**config.mk**
```make
export PLATFORM = sky130hd
export DESIGN_NAME = powerline_mgmt_frame_parser
export DESIGN_NICKNAME = d
export VERILOG_FILES = /design/src/rtl/pmfp_pkg.sv /design/src/rtl/powerline_mgmt_frame_parser.sv /design/src/rtl/pmfp_queue.sv /design/src/rtl/pmfp_front.sv /design/src/rtl/pmfp_back.sv
export SDC_FILE = /design/constraint.sdc
export NUM_CORES = 1
export LEC_CHECK = 0
export ABC_AREA = 1
export BUFFER_PORTS_ARGS = -buffer_cell sky130_fd_sc_hd__buf_2
export CAP_MARGIN = 20
export CORE_UTILIZATION = 35
export CTS_CLUSTER_SIZE = 14
export DETAILED_ROUTE_END_ITERATION = 10
export PLACE_DENSITY = 0.63
export REMOVE_ABC_BUFFERS = 1
export SYNTH_ARGS = -nofsm -noshare
export SYNTH_HDL_FRONTEND = slang
export SYNTH_SLANG_ARGS = --single-unit
```
**constraint.sdc**
```tcl
create_clock -name clock -period 7.2 [get_ports clock]
set_input_delay 1.08 -clock clock [delete_from_list [all_inputs] [get_ports clock]]
set_output_delay 1.08 -clock clock [all_outputs]
set_load 0.05 [all_outputs]
```
**src/rtl/pmfp_pkg.sv**
```systemverilog
`timescale 1ns / 1ps
`default_nettype none
// ----------------------------------------------------------------------------
// pmfp_pkg
// Types and constants shared by the management frame parser.
// ----------------------------------------------------------------------------
package pmfp_pkg;

   localparam int MaxFrameBytes = 2048;
   localparam int PosW = $clog2(MaxFrameBytes + 1);

   localparam logic [15:0] MtDiscList = 16'h0015;
   localparam logic [15:0] MtSetKey   = 16'h6008;
   localparam logic [15:0] MtBridge   = 16'h6021;
   localparam logic [23:0] OuiVendA   = 24'h00B052;
   localparam logic [23:0] OuiVendB   = 24'h0080E1;
   localparam logic [3:0]  StaRecLen  = 4'd12;
   localparam logic [3:0]  NetRecLen  = 4'd13;
   localparam logic [3:0]  BrgRecLen  = 4'd6;
   localparam logic [11:0] KeyMinLen  = 12'd38;

   localparam logic [1:0] StOk = 2'd0, StTiny = 2'd1, StHdrShort = 2'd2, StOuiShort = 2'd3;
   localparam logic [1:0] BkOpaque = 2'd0, BkDisc = 2'd1, BkKey = 2'd2, BkBridge = 2'd3;

   typedef enum logic [2:0] {
      PH_IDLE, PH_STA, PH_NETCNT, PH_NET, PH_BRG, PH_DONE
   } phase_type;

   // word passed from front to back
   typedef struct packed {
      logic [7:0] data;
      logic       last;
   } word_type;

   typedef struct packed {
      logic [1:0]  frame_status;
      logic [7:0]  version;
      logic [15:0] message_type;
      logic [4:0]  flags;
      logic [3:0]  header_bytes;
      logic [15:0] fragment_info;
      logic [23:0] vendor_oui;
      logic [1:0]  oui_class;
      logic [11:0] pay_len;
      logic [1:0]  body_kind;
      logic [7:0]  body_first;
      logic [7:0]  body_second;
   } result_type;

   function automatic logic known_type(input logic [15:0] mt);
      logic k;
      k = 1'b0;
      case (mt)
         16'h0014, 16'h0015, 16'h0016, 16'h6020, 16'h6021, 16'h6006, 16'h6007,
         16'h6008, 16'h6009, 16'h600C, 16'h600D, 16'h6002, 16'h6038, 16'h6039,
         16'h6048, 16'h6049, 16'h604C, 16'h604D, 16'h0004, 16'h0005, 16'h0030,
         16'h0031, 16'h002C, 16'h002D, 16'h0034, 16'h0035, 16'h0036, 16'h0037,
         16'h000C, 16'h000D, 16'h2000, 16'h2001, 16'h4000, 16'h4001, 16'h4004,
         16'h4005, 16'h4006: k = 1'b1;
         default: k = 1'b0;
      endcase
      return k;
   endfunction

endpackage
`default_nettype wire

```
**src/rtl/powerline_mgmt_frame_parser.sv**
```systemverilog
`timescale 1ns / 1ps
`default_nettype none
// ----------------------------------------------------------------------------
// powerline_mgmt_frame_parser
// Management frame parser: one byte a word in, one result word per frame.
//
//   channel | dir | payload
//   req_    | in  | data_byte, last_byte (tlast)
//   rsp_    | out | result fields, one word per frame
//   csr_    | in  | record_cap
//
// One word per cycle sustained. Once the last byte is taken, the result word
// goes through the queue and then the back part's result register. Bytes past
// the frame limit, except a frame's last byte, are dropped in the front part.
// Reset clears all frame state; record_cap resets to 256.
// A stalled rsp_ side holds the queue, which then fills and lowers req_tready.
// ----------------------------------------------------------------------------
module powerline_mgmt_frame_parser (
   input  wire          clock,
   input  wire          reset,
   input  wire          csr_we,
   input  wire  [8:0]   csr_wdata,
   input  wire          req_tvalid,
   output logic         req_tready,
   input  wire  [7:0]   req_tdata,  // data_byte
   input  wire          req_tlast,  // last_byte
   output logic         rsp_tvalid,
   input  wire          rsp_tready,
   // frame_status[1:0] version[9:2] message_type[25:10] flags[30:26]
   // header_bytes[34:31] fragment_info[50:35] vendor_oui[74:51]
   // oui_class[76:75] pay_len[88:77] body_kind[90:89]
   // body_first[98:91] body_second[106:99], zero fill to 112
   output logic [111:0] rsp_tdata
);
   logic [8:0] cap_ff;
   pmfp_pkg::word_type fw, qw;
   logic fv, fr, qv, qr;
   pmfp_pkg::result_type r;

   always_ff @(posedge clock) begin
      if (reset)       cap_ff <= 9'd256;
      else if (csr_we) cap_ff <= csr_wdata;
   end

   pmfp_front u_front (.clock, .reset, .in_valid(req_tvalid), .in_ready(req_tready),
      .in_data(req_tdata), .in_last(req_tlast), .out_valid(fv), .out_ready(fr),
      .out_word(fw));
   pmfp_queue u_queue (.clock, .reset, .in_valid(fv), .in_ready(fr), .in_word(fw),
      .out_valid(qv), .out_ready(qr), .out_word(qw));
   pmfp_back u_back (.clock, .reset, .record_cap(cap_ff), .in_valid(qv), .in_ready(qr),
      .in_word(qw), .out_valid(rsp_tvalid), .out_ready(rsp_tready), .out_res(r));

   assign rsp_tdata = {5'd0, r.body_second, r.body_first, r.body_kind, r.pay_len,
      r.oui_class, r.vendor_oui, r.fragment_info, r.header_bytes, r.flags,
      r.message_type, r.version, r.frame_status};

   a_tiny_zero: assert property (@(posedge clock) disable iff (reset)
      rsp_tvalid && rsp_tdata[1:0] == pmfp_pkg::StTiny |-> rsp_tdata[106:2] == '0)
      else $error("short frame result not cleared");
   a_oui_class: assert property (@(posedge clock) disable iff (reset)
      rsp_tvalid |-> ((rsp_tdata[74:51] == '0) || (rsp_tdata[76:75] != 2'd0)))
      else $error("OUI present without class");
   a_hold: assert property (@(posedge clock) disable iff (reset)
      rsp_tvalid && !rsp_tready |=> rsp_tvalid && $stable(rsp_tdata))
      else $error("result dropped under stall");
endmodule
`default_nettype wire

```
**src/rtl/pmfp_queue.sv**
```systemverilog
`timescale 1ns / 1ps
`default_nettype none
// ----------------------------------------------------------------------------
// pmfp_queue
// Two-entry queue of words between the front and back parts.
// ----------------------------------------------------------------------------
module pmfp_queue (
   input  wire               clock,
   input  wire               reset,
   input  wire               in_valid,
   output logic              in_ready,
   input  pmfp_pkg::word_type in_word,
   output logic              out_valid,
   input  wire               out_ready,
   output pmfp_pkg::word_type out_word
);
   pmfp_pkg::word_type mem_ff [2];
   pmfp_pkg::word_type mem_in [2];
   logic rd_ff, rd_in, wr_ff, wr_in;
   logic [1:0] cnt_ff, cnt_in;
   logic push, pop;

   assign in_ready  = cnt_ff != 2'd2;
   assign out_valid = cnt_ff != 2'd0;
   assign out_word  = mem_ff[rd_ff];
   assign push = in_valid && in_ready;
   assign pop  = out_valid && out_ready;

   always_comb begin
      mem_in = mem_ff;
      if (push) mem_in[wr_ff] = in_word;
      wr_in  = push ? ~wr_ff : wr_ff;
      rd_in  = pop ? ~rd_ff : rd_ff;
      cnt_in = cnt_ff + {1'b0, push} - {1'b0, pop};
   end

   always_ff @(posedge clock) begin
      mem_ff <= mem_in;
      if (reset) begin
         rd_ff <= 1'b0; wr_ff <= 1'b0; cnt_ff <= 2'd0;
      end else begin
         rd_ff <= rd_in; wr_ff <= wr_in; cnt_ff <= cnt_in;
      end
   end
endmodule
`default_nettype wire

```
**src/rtl/pmfp_front.sv**
```systemverilog
`timescale 1ns / 1ps
`default_nettype none
// ----------------------------------------------------------------------------
// pmfp_front
// Takes frame bytes and drops those past the frame limit, keeping the last.
// ----------------------------------------------------------------------------
module pmfp_front (
   input  wire               clock,
   input  wire               reset,
   input  wire               in_valid,
   output logic              in_ready,
   input  wire  [7:0]        in_data,
   input  wire               in_last,
   output logic              out_valid,
   input  wire               out_ready,
   output pmfp_pkg::word_type out_word
);
   logic [pmfp_pkg::PosW-1:0] cnt_ff, cnt_in;
   logic keep, acc;

   assign keep      = (cnt_ff < pmfp_pkg::PosW'(pmfp_pkg::MaxFrameBytes)) || in_last;
   assign in_ready  = out_ready || !keep;
   assign out_valid = in_valid && keep;
   assign out_word  = '{data: in_data, last: in_last};
   assign acc       = in_valid && in_ready;

   always_comb begin
      cnt_in = cnt_ff;
      if (acc) begin
         if (in_last) cnt_in = '0;
         else if (keep) cnt_in = cnt_ff + 1'b1;
      end
   end

   always_ff @(posedge clock) begin
      if (reset) cnt_ff <= '0;
      else       cnt_ff <= cnt_in;
   end
endmodule
`default_nettype wire

```
**src/rtl/pmfp_back.sv**
```systemverilog
`timescale 1ns / 1ps
`default_nettype none
// ----------------------------------------------------------------------------
// pmfp_back
// Decodes header and body bytes and registers one result per frame.
// ----------------------------------------------------------------------------
module pmfp_back (
   input  wire                 clock,
   input  wire                 reset,
   input  wire  [8:0]          record_cap,
   input  wire                 in_valid,
   output logic                in_ready,
   input  pmfp_pkg::word_type  in_word,
   output logic                out_valid,
   input  wire                 out_ready,
   output pmfp_pkg::result_type out_res
);
   // byte_position counts only kept bytes; the last may be beyond the limit
   logic [pmfp_pkg::PosW-1:0] pos_ff, pos_in;
   logic [7:0] hdr_ff [8];
   logic [7:0] hdr_in [8];
   pmfp_pkg::phase_type ph_ff, ph_in;
   logic [3:0] rbi_ff, rbi_in;
   logic [7:0] dsta_ff, dsta_in, dnet_ff, dnet_in, csta_ff, csta_in, cnet_ff, cnet_in;
   logic [7:0] prf_ff, prf_in, bf0_ff, bf0_in, bf1_ff, bf1_in;
   logic ov_ff, ov_in;
   pmfp_pkg::result_type res_ff, res_in;

   logic acc, inrange;
   logic [7:0] b;
   logic [15:0] mt;
   logic [pmfp_pkg::PosW-1:0] p, n, off;
   logic [3:0] rbi_nx;
   logic [7:0] cnt_nx;
   logic [2:0] cat;
   logic vend, shorth;
   logic [23:0] oui;
   logic [11:0] plen;

   assign in_ready  = !ov_ff || out_ready;
   assign acc       = in_valid && in_ready;
   assign out_valid = ov_ff;
   assign out_res   = res_ff;
   assign b         = in_word.data;
   assign mt        = {hdr_ff[2], hdr_ff[1]};
   assign inrange   = pos_ff < pmfp_pkg::PosW'(pmfp_pkg::MaxFrameBytes);
   assign p         = pos_ff - pmfp_pkg::PosW'(5);

   function automatic logic [8:0] capped(input logic [7:0] v, input logic [8:0] c);
      return ({1'b0, v} < c) ? {1'b0, v} : c;
   endfunction

   always_comb begin
      pos_in = pos_ff; hdr_in = hdr_ff; ph_in = ph_ff; rbi_in = rbi_ff;
      dsta_in = dsta_ff; dnet_in = dnet_ff; csta_in = csta_ff; cnet_in = cnet_ff;
      prf_in = prf_ff; bf0_in = bf0_ff; bf1_in = bf1_ff;
      rbi_nx = rbi_ff + 4'd1;
      cnt_nx = 8'd0;
      if (acc && inrange) begin
         if (pos_ff < pmfp_pkg::PosW'(8)) hdr_in[pos_ff[2:0]] = b;
         pos_in = pos_ff + 1'b1;
         if (pos_ff >= pmfp_pkg::PosW'(5)) begin
            if (mt == pmfp_pkg::MtDiscList) begin
               if (p == '0) begin
                  dsta_in = b; rbi_in = '0;
                  ph_in = (capped(b, record_cap) != 9'd0) ? pmfp_pkg::PH_STA
                                                          : pmfp_pkg::PH_NETCNT;
               end else begin
                  case (ph_ff)
                     pmfp_pkg::PH_STA: begin
                        if (rbi_ff == 4'd0) prf_in = b;
                        rbi_in = rbi_nx;
                        if (rbi_nx >= pmfp_pkg::StaRecLen) begin
                           rbi_in = '0;
                           cnt_nx = csta_ff + 8'd1;
                           csta_in = cnt_nx;
                           if ({1'b0, cnt_nx} >= capped(dsta_ff, record_cap))
                              ph_in = pmfp_pkg::PH_NETCNT;
                        end
                     end
                     pmfp_pkg::PH_NETCNT: begin
                        dnet_in = b; rbi_in = '0;
                        ph_in = (capped(b, record_cap) != 9'd0) ? pmfp_pkg::PH_NET
                                                                : pmfp_pkg::PH_DONE;
                     end
                     pmfp_pkg::PH_NET: begin
                        rbi_in = rbi_nx;
                        if (rbi_nx >= pmfp_pkg::NetRecLen) begin
                           rbi_in = '0;
                           cnt_nx = cnet_ff + 8'd1;
                           cnet_in = cnt_nx;
                           if ({1'b0, cnt_nx} >= capped(dnet_ff, record_cap))
                              ph_in = pmfp_pkg::PH_DONE;
                        end
                     end
                     default: ;
                  endcase
               end
            end else if (mt == pmfp_pkg::MtSetKey) begin
               if (p == '0) bf0_in = b;
               else if (p == pmfp_pkg::PosW'(9)) bf1_in = b;
            end else if (mt == pmfp_pkg::MtBridge) begin
               if (p == '0) bf0_in = b;
               else if (p == pmfp_pkg::PosW'(1)) bf1_in = b;
               else if (p == pmfp_pkg::PosW'(2)) begin
                  dsta_in = b;
                  if (bf0_ff != 8'd0 && capped(b, record_cap) != 9'd0) begin
                     ph_in = pmfp_pkg::PH_BRG; rbi_in = '0;
                  end
               end else if (ph_ff == pmfp_pkg::PH_BRG) begin
                  rbi_in = rbi_nx;
                  if (rbi_nx >= pmfp_pkg::BrgRecLen) begin
                     rbi_in = '0;
                     cnt_nx = csta_ff + 8'd1;
                     csta_in = cnt_nx;
                     if ({1'b0, cnt_nx} >= capped(dsta_ff, record_cap))
                        ph_in = pmfp_pkg::PH_DONE;
                  end
               end
            end
         end
      end
   end

   // result from the updated state
   always_comb begin
      logic [7:0] ndecl;
      n = pos_in;
      res_in = '0;
      cat = hdr_in[2][7:5];
      vend = (cat == 3'd4) || (cat == 3'd5);
      shorth = (hdr_in[0] == 8'd0) && vend;
      oui = '0;
      ndecl = dnet_in;
      if (n < pmfp_pkg::PosW'(3)) begin
         off = '0;
         res_in.frame_status = pmfp_pkg::StTiny;
      end else begin
         res_in.version = hdr_in[0];
         res_in.message_type = {hdr_in[2], hdr_in[1]};
         res_in.flags[0] = hdr_in[0] <= 8'd2;
         res_in.flags[1] = pmfp_pkg::known_type({hdr_in[2], hdr_in[1]});
         if (shorth) off = pmfp_pkg::PosW'(3);
         else if (n < pmfp_pkg::PosW'(5)) begin
            off = n; res_in.frame_status = pmfp_pkg::StHdrShort;
         end else begin
            off = pmfp_pkg::PosW'(5);
            res_in.fragment_info = {hdr_in[3], hdr_in[4]};
         end
         if (vend && off < n) begin
            if (n - off >= pmfp_pkg::PosW'(3)) begin
               // off is 3 or 5 here
               if (off[1]) oui = {hdr_in[3], hdr_in[4], hdr_in[5]};
               else        oui = {hdr_in[5], hdr_in[6], hdr_in[7]};
               res_in.vendor_oui = oui;
               res_in.oui_class = (oui == pmfp_pkg::OuiVendA) ? 2'd2 :
                                  (oui == pmfp_pkg::OuiVendB) ? 2'd3 : 2'd1;
               off = off + pmfp_pkg::PosW'(3);
            end else res_in.frame_status = pmfp_pkg::StOuiShort;
         end
         res_in.header_bytes = off[3:0];
      end
      plen = 12'(n - off);
      if (n >= pmfp_pkg::PosW'(3)) begin
         res_in.pay_len = plen;
         if (res_in.message_type == pmfp_pkg::MtDiscList && plen != 12'd0) begin
            res_in.body_kind = pmfp_pkg::BkDisc;
            if (ph_in == pmfp_pkg::PH_STA && rbi_in != 4'd0) ndecl = prf_in;
            res_in.flags[2] = csta_in < dsta_in;
            res_in.flags[3] = cnet_in < ndecl;
            res_in.body_first = csta_in;
            res_in.body_second = cnet_in;
         end else if (res_in.message_type == pmfp_pkg::MtSetKey
                      && plen >= pmfp_pkg::KeyMinLen) begin
            res_in.body_kind = pmfp_pkg::BkKey;
            res_in.body_first = {5'd0, bf0_in[2:0]};
            res_in.body_second = bf1_in;
         end else if (res_in.message_type == pmfp_pkg::MtBridge && plen != 12'd0) begin
            res_in.body_kind = pmfp_pkg::BkBridge;
            if (bf0_in != 8'd0) begin
               res_in.flags[4] = 1'b1;
               if (plen >= 12'd3) begin
                  res_in.body_first = csta_in;
                  res_in.body_second = bf1_in;
                  res_in.flags[2] = csta_in < dsta_in;
               end
            end
         end
      end
      ov_in = ov_ff;
      if (out_ready) ov_in = 1'b0;
      if (acc && in_word.last) ov_in = 1'b1;
   end

   always_ff @(posedge clock) begin
      if (acc && in_word.last) res_ff <= res_in;
      if (reset || (acc && in_word.last)) begin
         pos_ff <= '0;
         for (int i = 0; i < 8; i++) hdr_ff[i] <= '0;
         ph_ff <= pmfp_pkg::PH_IDLE; rbi_ff <= '0;
         dsta_ff <= '0; dnet_ff <= '0; csta_ff <= '0; cnet_ff <= '0;
         prf_ff <= '0; bf0_ff <= '0; bf1_ff <= '0;
      end else begin
         pos_ff <= pos_in; hdr_ff <= hdr_in; ph_ff <= ph_in; rbi_ff <= rbi_in;
         dsta_ff <= dsta_in; dnet_ff <= dnet_in; csta_ff <= csta_in; cnet_ff <= cnet_in;
         prf_ff <= prf_in; bf0_ff <= bf0_in; bf1_ff <= bf1_in;
      end
      if (reset) ov_ff <= 1'b0;
      else       ov_ff <= ov_in;
   end
endmodule
`default_nettype wire
```
# ---- Word-level counts from Yosys, hierarchy flattened
# Index checks and enable logic that the tools add are counted.
dict set report op_classes {
  addsub 11
  order_cmp 27
  eq_ne 56
  mux 140
  n_bitwise 9
  n_reduce_logical 41
}
# cell count
set op_table {}
lappend op_table {{$mux W8} 58}
lappend op_table {{$eq A16 B15 Y1 const B} 24}
lappend op_table {{$eq A16 B6 Y1 const B} 8}
lappend op_table {{$mux W64} 2}
lappend op_table {{$mux W12} 9}
lappend op_table {{$mux W24} 4}
lappend op_table {{$eq A16 B5 Y1 const B} 5}
lappend op_table {{$bwmux W64} 1}
lappend op_table {{$mux W9} 7}
lappend op_table {{$mux W4} 14}
lappend op_table {{$mux W3} 18}
lappend op_table {{$eq A24 B16 Y1 const B} 2}
lappend op_table {{$mux W16} 3}
lappend op_table {{$reduce_or A37 Y1} 1}
lappend op_table {{$ge A12 B2 Y1 const B} 3}
lappend op_table {{$mux W18} 2}
lappend op_table {{$eq A16 B14 Y1 const B} 2}
lappend op_table {{$eq A16 B3 Y1 const B} 2}
lappend op_table {{$eq A16 B4 Y1 const B} 2}
lappend op_table {{$lt A8 B9 Y1} 3}
lappend op_table {{$add A12 B1 Y12 const B} 2}
lappend op_table {{$demux W8 S3} 1}
lappend op_table {{$lt A12 B12 Y1 const B} 2}
lappend op_table {{$sub A12 B12 Y12} 2}
lappend op_table {{other kinds (52)} 107}
dict set report word_totals {
  regBits 290
  out_inout_bits 114
}

# ---- Depth between registers and ports, before layout
dict set report depth {
  depth_word 25
  ltp_mapped 54
}

# ---- By module
# A second synthesis with hierarchy kept.
dict set report hier_totals {
  cells_unflattened 2302
  area_unflattened_um2 17331.6
}
# mod instances cells_each area_each_um2 seq_area_each_um2
set by_module_without_submodules {}
lappend by_module_without_submodules {pmfp_back 1 2072 15289.7 6015.8}
lappend by_module_without_submodules {pmfp_queue 1 64 907.1 620.6}
lappend by_module_without_submodules {pmfp_front 1 104 711.9 240.2}
lappend by_module_without_submodules {powerline_mgmt_frame_parser 1 62 422.9 180.2}

# ---- Least setup slack after synthesis
# No wires, ideal clock.
dict set report synth_timing {
  path_type {input -> register}
  from {in rsp_tready}
  to {reg u_back.bf1_ff[4]}
  arrival_time_ns 7.653
  required_ns 7.072
  setup_slack_ns -0.580
  stages 9
  path_buffers 2
  cell_sequence {inv_1 > nand2_1 > nand2_1 > a21oi_1 > nor2_1 > inv_1 > clkbuf_1 > buf_1 > nor2_1}
}
dict set report synth_between {
  elab_chain_cells 4
  word_cells_on_any_way 6
  cone_classes {mux: 1; reduce/logical: 5}
}
# item line
set synth_lines {}
lappend synth_lines {{start, declared} powerline_mgmt_frame_parser.sv:28} ;# input wire rsp_tready,
lappend synth_lines {{$logic_or A1 B1 Y1 *} pmfp_back.sv:40} ;# assign in_ready = !ov_ff || out_ready;
lappend synth_lines {{$logic_and A1 B1 Y1 *} pmfp_back.sv:41} ;# assign acc = in_valid && in_ready;
lappend synth_lines {{$logic_and A1 B1 Y1, on equally long branches} {pmfp_back.sv:59, pmfp_back.sv:197}}
lappend synth_lines {{$mux W8 / $logic_or A1 B1 Y1 (equally long branches)} {pmfp_back.sv:59, pmfp_back.sv:197}}
lappend synth_lines {{end signal, assigned} pmfp_back.sv:206} ;# prf_ff <= prf_in; bf0_ff <= bf0_in; bf1_ff <= bf1_in;
lappend synth_lines {{end, declared} pmfp_back.sv:25} ;# logic [7:0] prf_ff, prf_in, bf0_ff, bf0_in, bf1_ff, bf1_in;
# Mark *: on every way between the ends. The rest lies on a longest branch, timed or not.
# A chain may end at the register's enable or synchronous reset.

# ---- Final worst setup path
dict set report layout_timing {
  from {in rsp_tready}
  to {reg u_back.res_ff (netlist bit u_back.out_res[15]) (data pin)}
}
dict set report layout_between {
  elab_chain_cells 21
  word_cells_on_any_way 43
  cone_classes {add/sub: 3; order compare: 7; eq/ne: 5; mux: 16; reduce/logical: 12}
}
# item line
set layout_lines {}
lappend layout_lines {{$logic_or A1 B1 Y1 *} pmfp_back.sv:40}
lappend layout_lines {{$logic_and A1 B1 Y1 *} pmfp_back.sv:41}
lappend layout_lines {{$logic_and A1 B1 Y1 *} pmfp_back.sv:59} ;# if (acc && inrange) begin
lappend layout_lines {{branches (longest 18 deep; another with $lt A12 B3 Y1)} --}
lappend layout_lines {{end signal, assigned} pmfp_back.sv:196} ;# if (acc && in_word.last) res_ff <= res_in;
lappend layout_lines {{end, declared} pmfp_back.sv:27} ;# pmfp_pkg::result_type res_ff, res_in;
# Every way passes the cells marked *. The select of a mux whose other input is x is not followed.

==> run metrics <==
deepest clock path buffer count=3; synth-to-layout area growth=21.0%; FF+latch count, synth=290; initial DRC count=1330; die area=between 50000 and 60000 µm²; Clk Latency, worst-skew pair=between 500 and 600 ps; Pwr Density=roughly 420 nW/µm²; Core ar.=48100 µm²; ys async rst share=0; TritonCTS Buffers=35; Worst R2R Start=u_back.pos_ff[3]; Die H=between 200 and 250 µm; grt ovf=0; Worst path slowest cell=ha_1; critical path's largest stage delay=approximately 330 ps; Sink Count=slightly below 300; Setup crit end kind=register; maximum level of the CTS H-tree=2; crit share post-route=0.938; DP Cell Count=approximately 3200; CP max FO=6; I/O pin count=137; Pwr Total=8.73 mW; endpoints failing hold=0; Tightest Pin Transition=about 960 ps; TritonRoute pass-1 iters=5; clk slew on worst S/H paths=50 ps; gpl congestion=~0.96; Clock Skew=between 15 and 20 ps; vias per cell=just under 5; HPWL Detailed=between 30000 and 40000 µm; top_reg_cell synth=dfxtp_1; Fillers=approximately 4800; port bufs=between 100 and 150; post-synthesis cell count=2323; Synth area leader=edfxtp_1; outcome=complete, no violations; fin crit period=6750 ps; Die X=224 µm; worst reg-to-reg setup slack=between 400 and 500 ps; Min-Delay Endpoint=u_front.cnt_ff[11]; CP Class=primary input to register; R2R cell count=51; initial antenna violation count=0; Residual DRC=0; Slew Viols, Final=0; number of diodes=0; Peak VDD IR=197 µV; synth warn=0; syn_area_per_cell=roughly 7.4 µm²; Max Cap Viol=0; Via Count=between 15000 and 20000; fin util=0.432; highest clock rate=148 MHz; TNS Setup=0 ps; CTS tree=done; max_slew headroom=0.363; Yosys top cell area share=0.218; share of layout cells above drive strength 1=0.179; GRT Total Usage=0.203; Crit path top cell by count=nand2_1; num rows=80; synth top area cells=edfxtp_1, dfxtp_1, nand2_1; Lkg Pwr=9.92 nW; CTS root buffer=clkbuf_16; Routed WL=about 51000 µm; detailed-route wire length per cell=15.7 µm; synthesized area=17200 µm²; reg2reg end=u_back.out_res[15]; min-delay src=u_front.cnt_ff[10]; Worst Path Arrival=a little over 7000 ps; global-route wire length before repair=approximately 81000 µm; Crit path required time=7480 ps; Netlist cell types=60; largest net degree at the start of global routing=75; vias in the first global route=around 15000; Initial Utilization=0.357; Worst Hold Class=register to register; Nets=about 2700; post-route insts no fill=3267; hold depth=2; post-route ant nets=0; final setup fails=0; register area share after synthesis=0.410; # hold bufs at CTS=0; crit start category=primary input; EDFF count, synth=around 130
## through the flow
| step | hold slack (ps) | area, µm² | setup WS, ps |
|---|---|---|---|
| after global placement | 453 | 19400 | -180 |
| after detailed placement | 475 | 19400 | -466 |
| final | 474 | 20800 | 447 |
| after CTS | 478 | 20500 | 51.0 |
| after floorplan | 439 | 16900 | -2110 |
| after global routing | 510 | 20800 | -71.3 |
## cell usage after synthesis, types with 9 or more instances
library cell    n
nor4_1         13
xor2_1         25
nor2_1        332
o21a_1         11
o21ai_0       147
edfxtp_1      125
clkbuf_1       38
nor3_1         27
nand4_1        49
buf_2          11
or2_2          12
mux2i_1        22
a21oi_1        84
o21ai_1         9
nand2_2        15
nor2_2         23
nand3_1        98
a31oi_1        13
inv_1         333
o211ai_1       11
dfxtp_1       165
inv_2          16
ha_1           85
nand2_1       538
buf_4           9
## worst max-delay path by stage
| stage | from | slack [ps] | depth (start not counted) | endpoint |
|---|---|---|---|---|
| 6_report | rsp_tready | 450 | 53 | u_back.out_res[15] |
| 5_1_grt | rsp_tready | -70 | 54 | u_back.out_res[15] |
| 4_1_cts | u_queue.rd_ff | 50 | 49 | u_back.out_res[15] |
| 3_5_place_dp | rsp_tready | -470 | 52 | u_back.out_res[12] |
| 3_3_place_gp | rsp_tready | -180 | 53 | u_back.out_res[11] |
| 2_1_floorplan | rsp_tready | -2110 | 7 | u_back.bf0_ff[0] |
## critical path: cells and delay by family
family / cells / cell delay, ps
AND/OR/NAND/NOR: 34 / 3200
buffers and inverters: 12 / 1230
adder cells (fa/ha/maj): 3 / 680
AO/OA/AOI/OAI: 2 / 440
XOR/XNOR: 2 / 380
## flip-flops by register name, summed over array words and instances, names as in the netlist, 9 cells and up
name,count
u_back.out_res,107
u_back.hdr_ff,64
u_queue.mem_ff,18
u_back.pos_ff,12
u_front.cnt_ff,12
cap_ff,9
## layout make-up
| type | count | area, µm² | share of cell area |
|---|---|---|---|
| well taps | 656 | 821 | 0.0395 |
| inverters | 354 | 1330 | 0.0641 |
| repair inverters | 1 | 5.00 | 0.000241 |
| flip-flops and latches | 290 | 7060 | 0.339 |
| repair buffers | 270 | 1710 | 0.0822 |
| clock buffers | 48 | 1010 | 0.0484 |
| clock inverters | 16 | 149 | 0.00716 |
| multi-input cells | 1632 | 8720 | 0.419 |
## what timing repair did
action / 4_1_cts / 5_1_grt
setup endpoints to repair: 0 / 21
setup buffers: 0 / 12
gates resized for setup: 0 / 50
## placed cells by master, fill, tap and decap left out, types with 7 or more instances in the layout
cell type,netlist,final
mux2_2,7,7
o21ai_0,147,146
clkbuf_16,0,36
inv_1,333,331
ha_1,85,82
nor2_1,332,329
inv_2,16,18
conb_1,2,20
o211ai_1,11,11
a31oi_1,13,13
buf_4,9,136
o21ai_2,6,8
nor3_1,27,26
edfxtp_1,125,125
nand2_2,15,30
nand3_1,98,97
buf_2,11,131
nor2_4,6,9
a21oi_1,84,83
mux2i_1,22,22
dfxtp_1,165,163
nand2_1,538,520
nand4_1,49,49
nor2_2,23,23
xor2_1,25,21
or2_2,12,12
o21a_1,11,11
nor3b_1,7,7
o21ai_1,9,8
clkinv_1,5,7
nor4_1,13,13
## power by group
part | switching, mW | internal [mW] | leakage [nW]
clock | 0.712 | 1.05 | 0.564
sequential | 0.154 | 2.13 | 2.52
combinational | 3.17 | 1.51 | 6.84
## metal layers
layer | vias up | routed length (µm) | GRT usage
met5 | - | 0 | 0
met4 | 0 | 1400 | 0.0663
met3 | 89 | 2920 | 0.0337
met2 | 462 | 23900 | 0.339
met1 | 7622 | 23100 | 0.267
li1 | 8041 | - | -
## cell families after synthesis
group | synth area share
compound gates | 0.105
xor+xnor | 0.0162
fa+ha+maj | 0.0630
buf+inv | 0.0966
flops | 0.410
mux | 0.0174
other cells | 0.000437
simple gates | 0.291
Note: power is estimated with default switching activity, not from simulation.
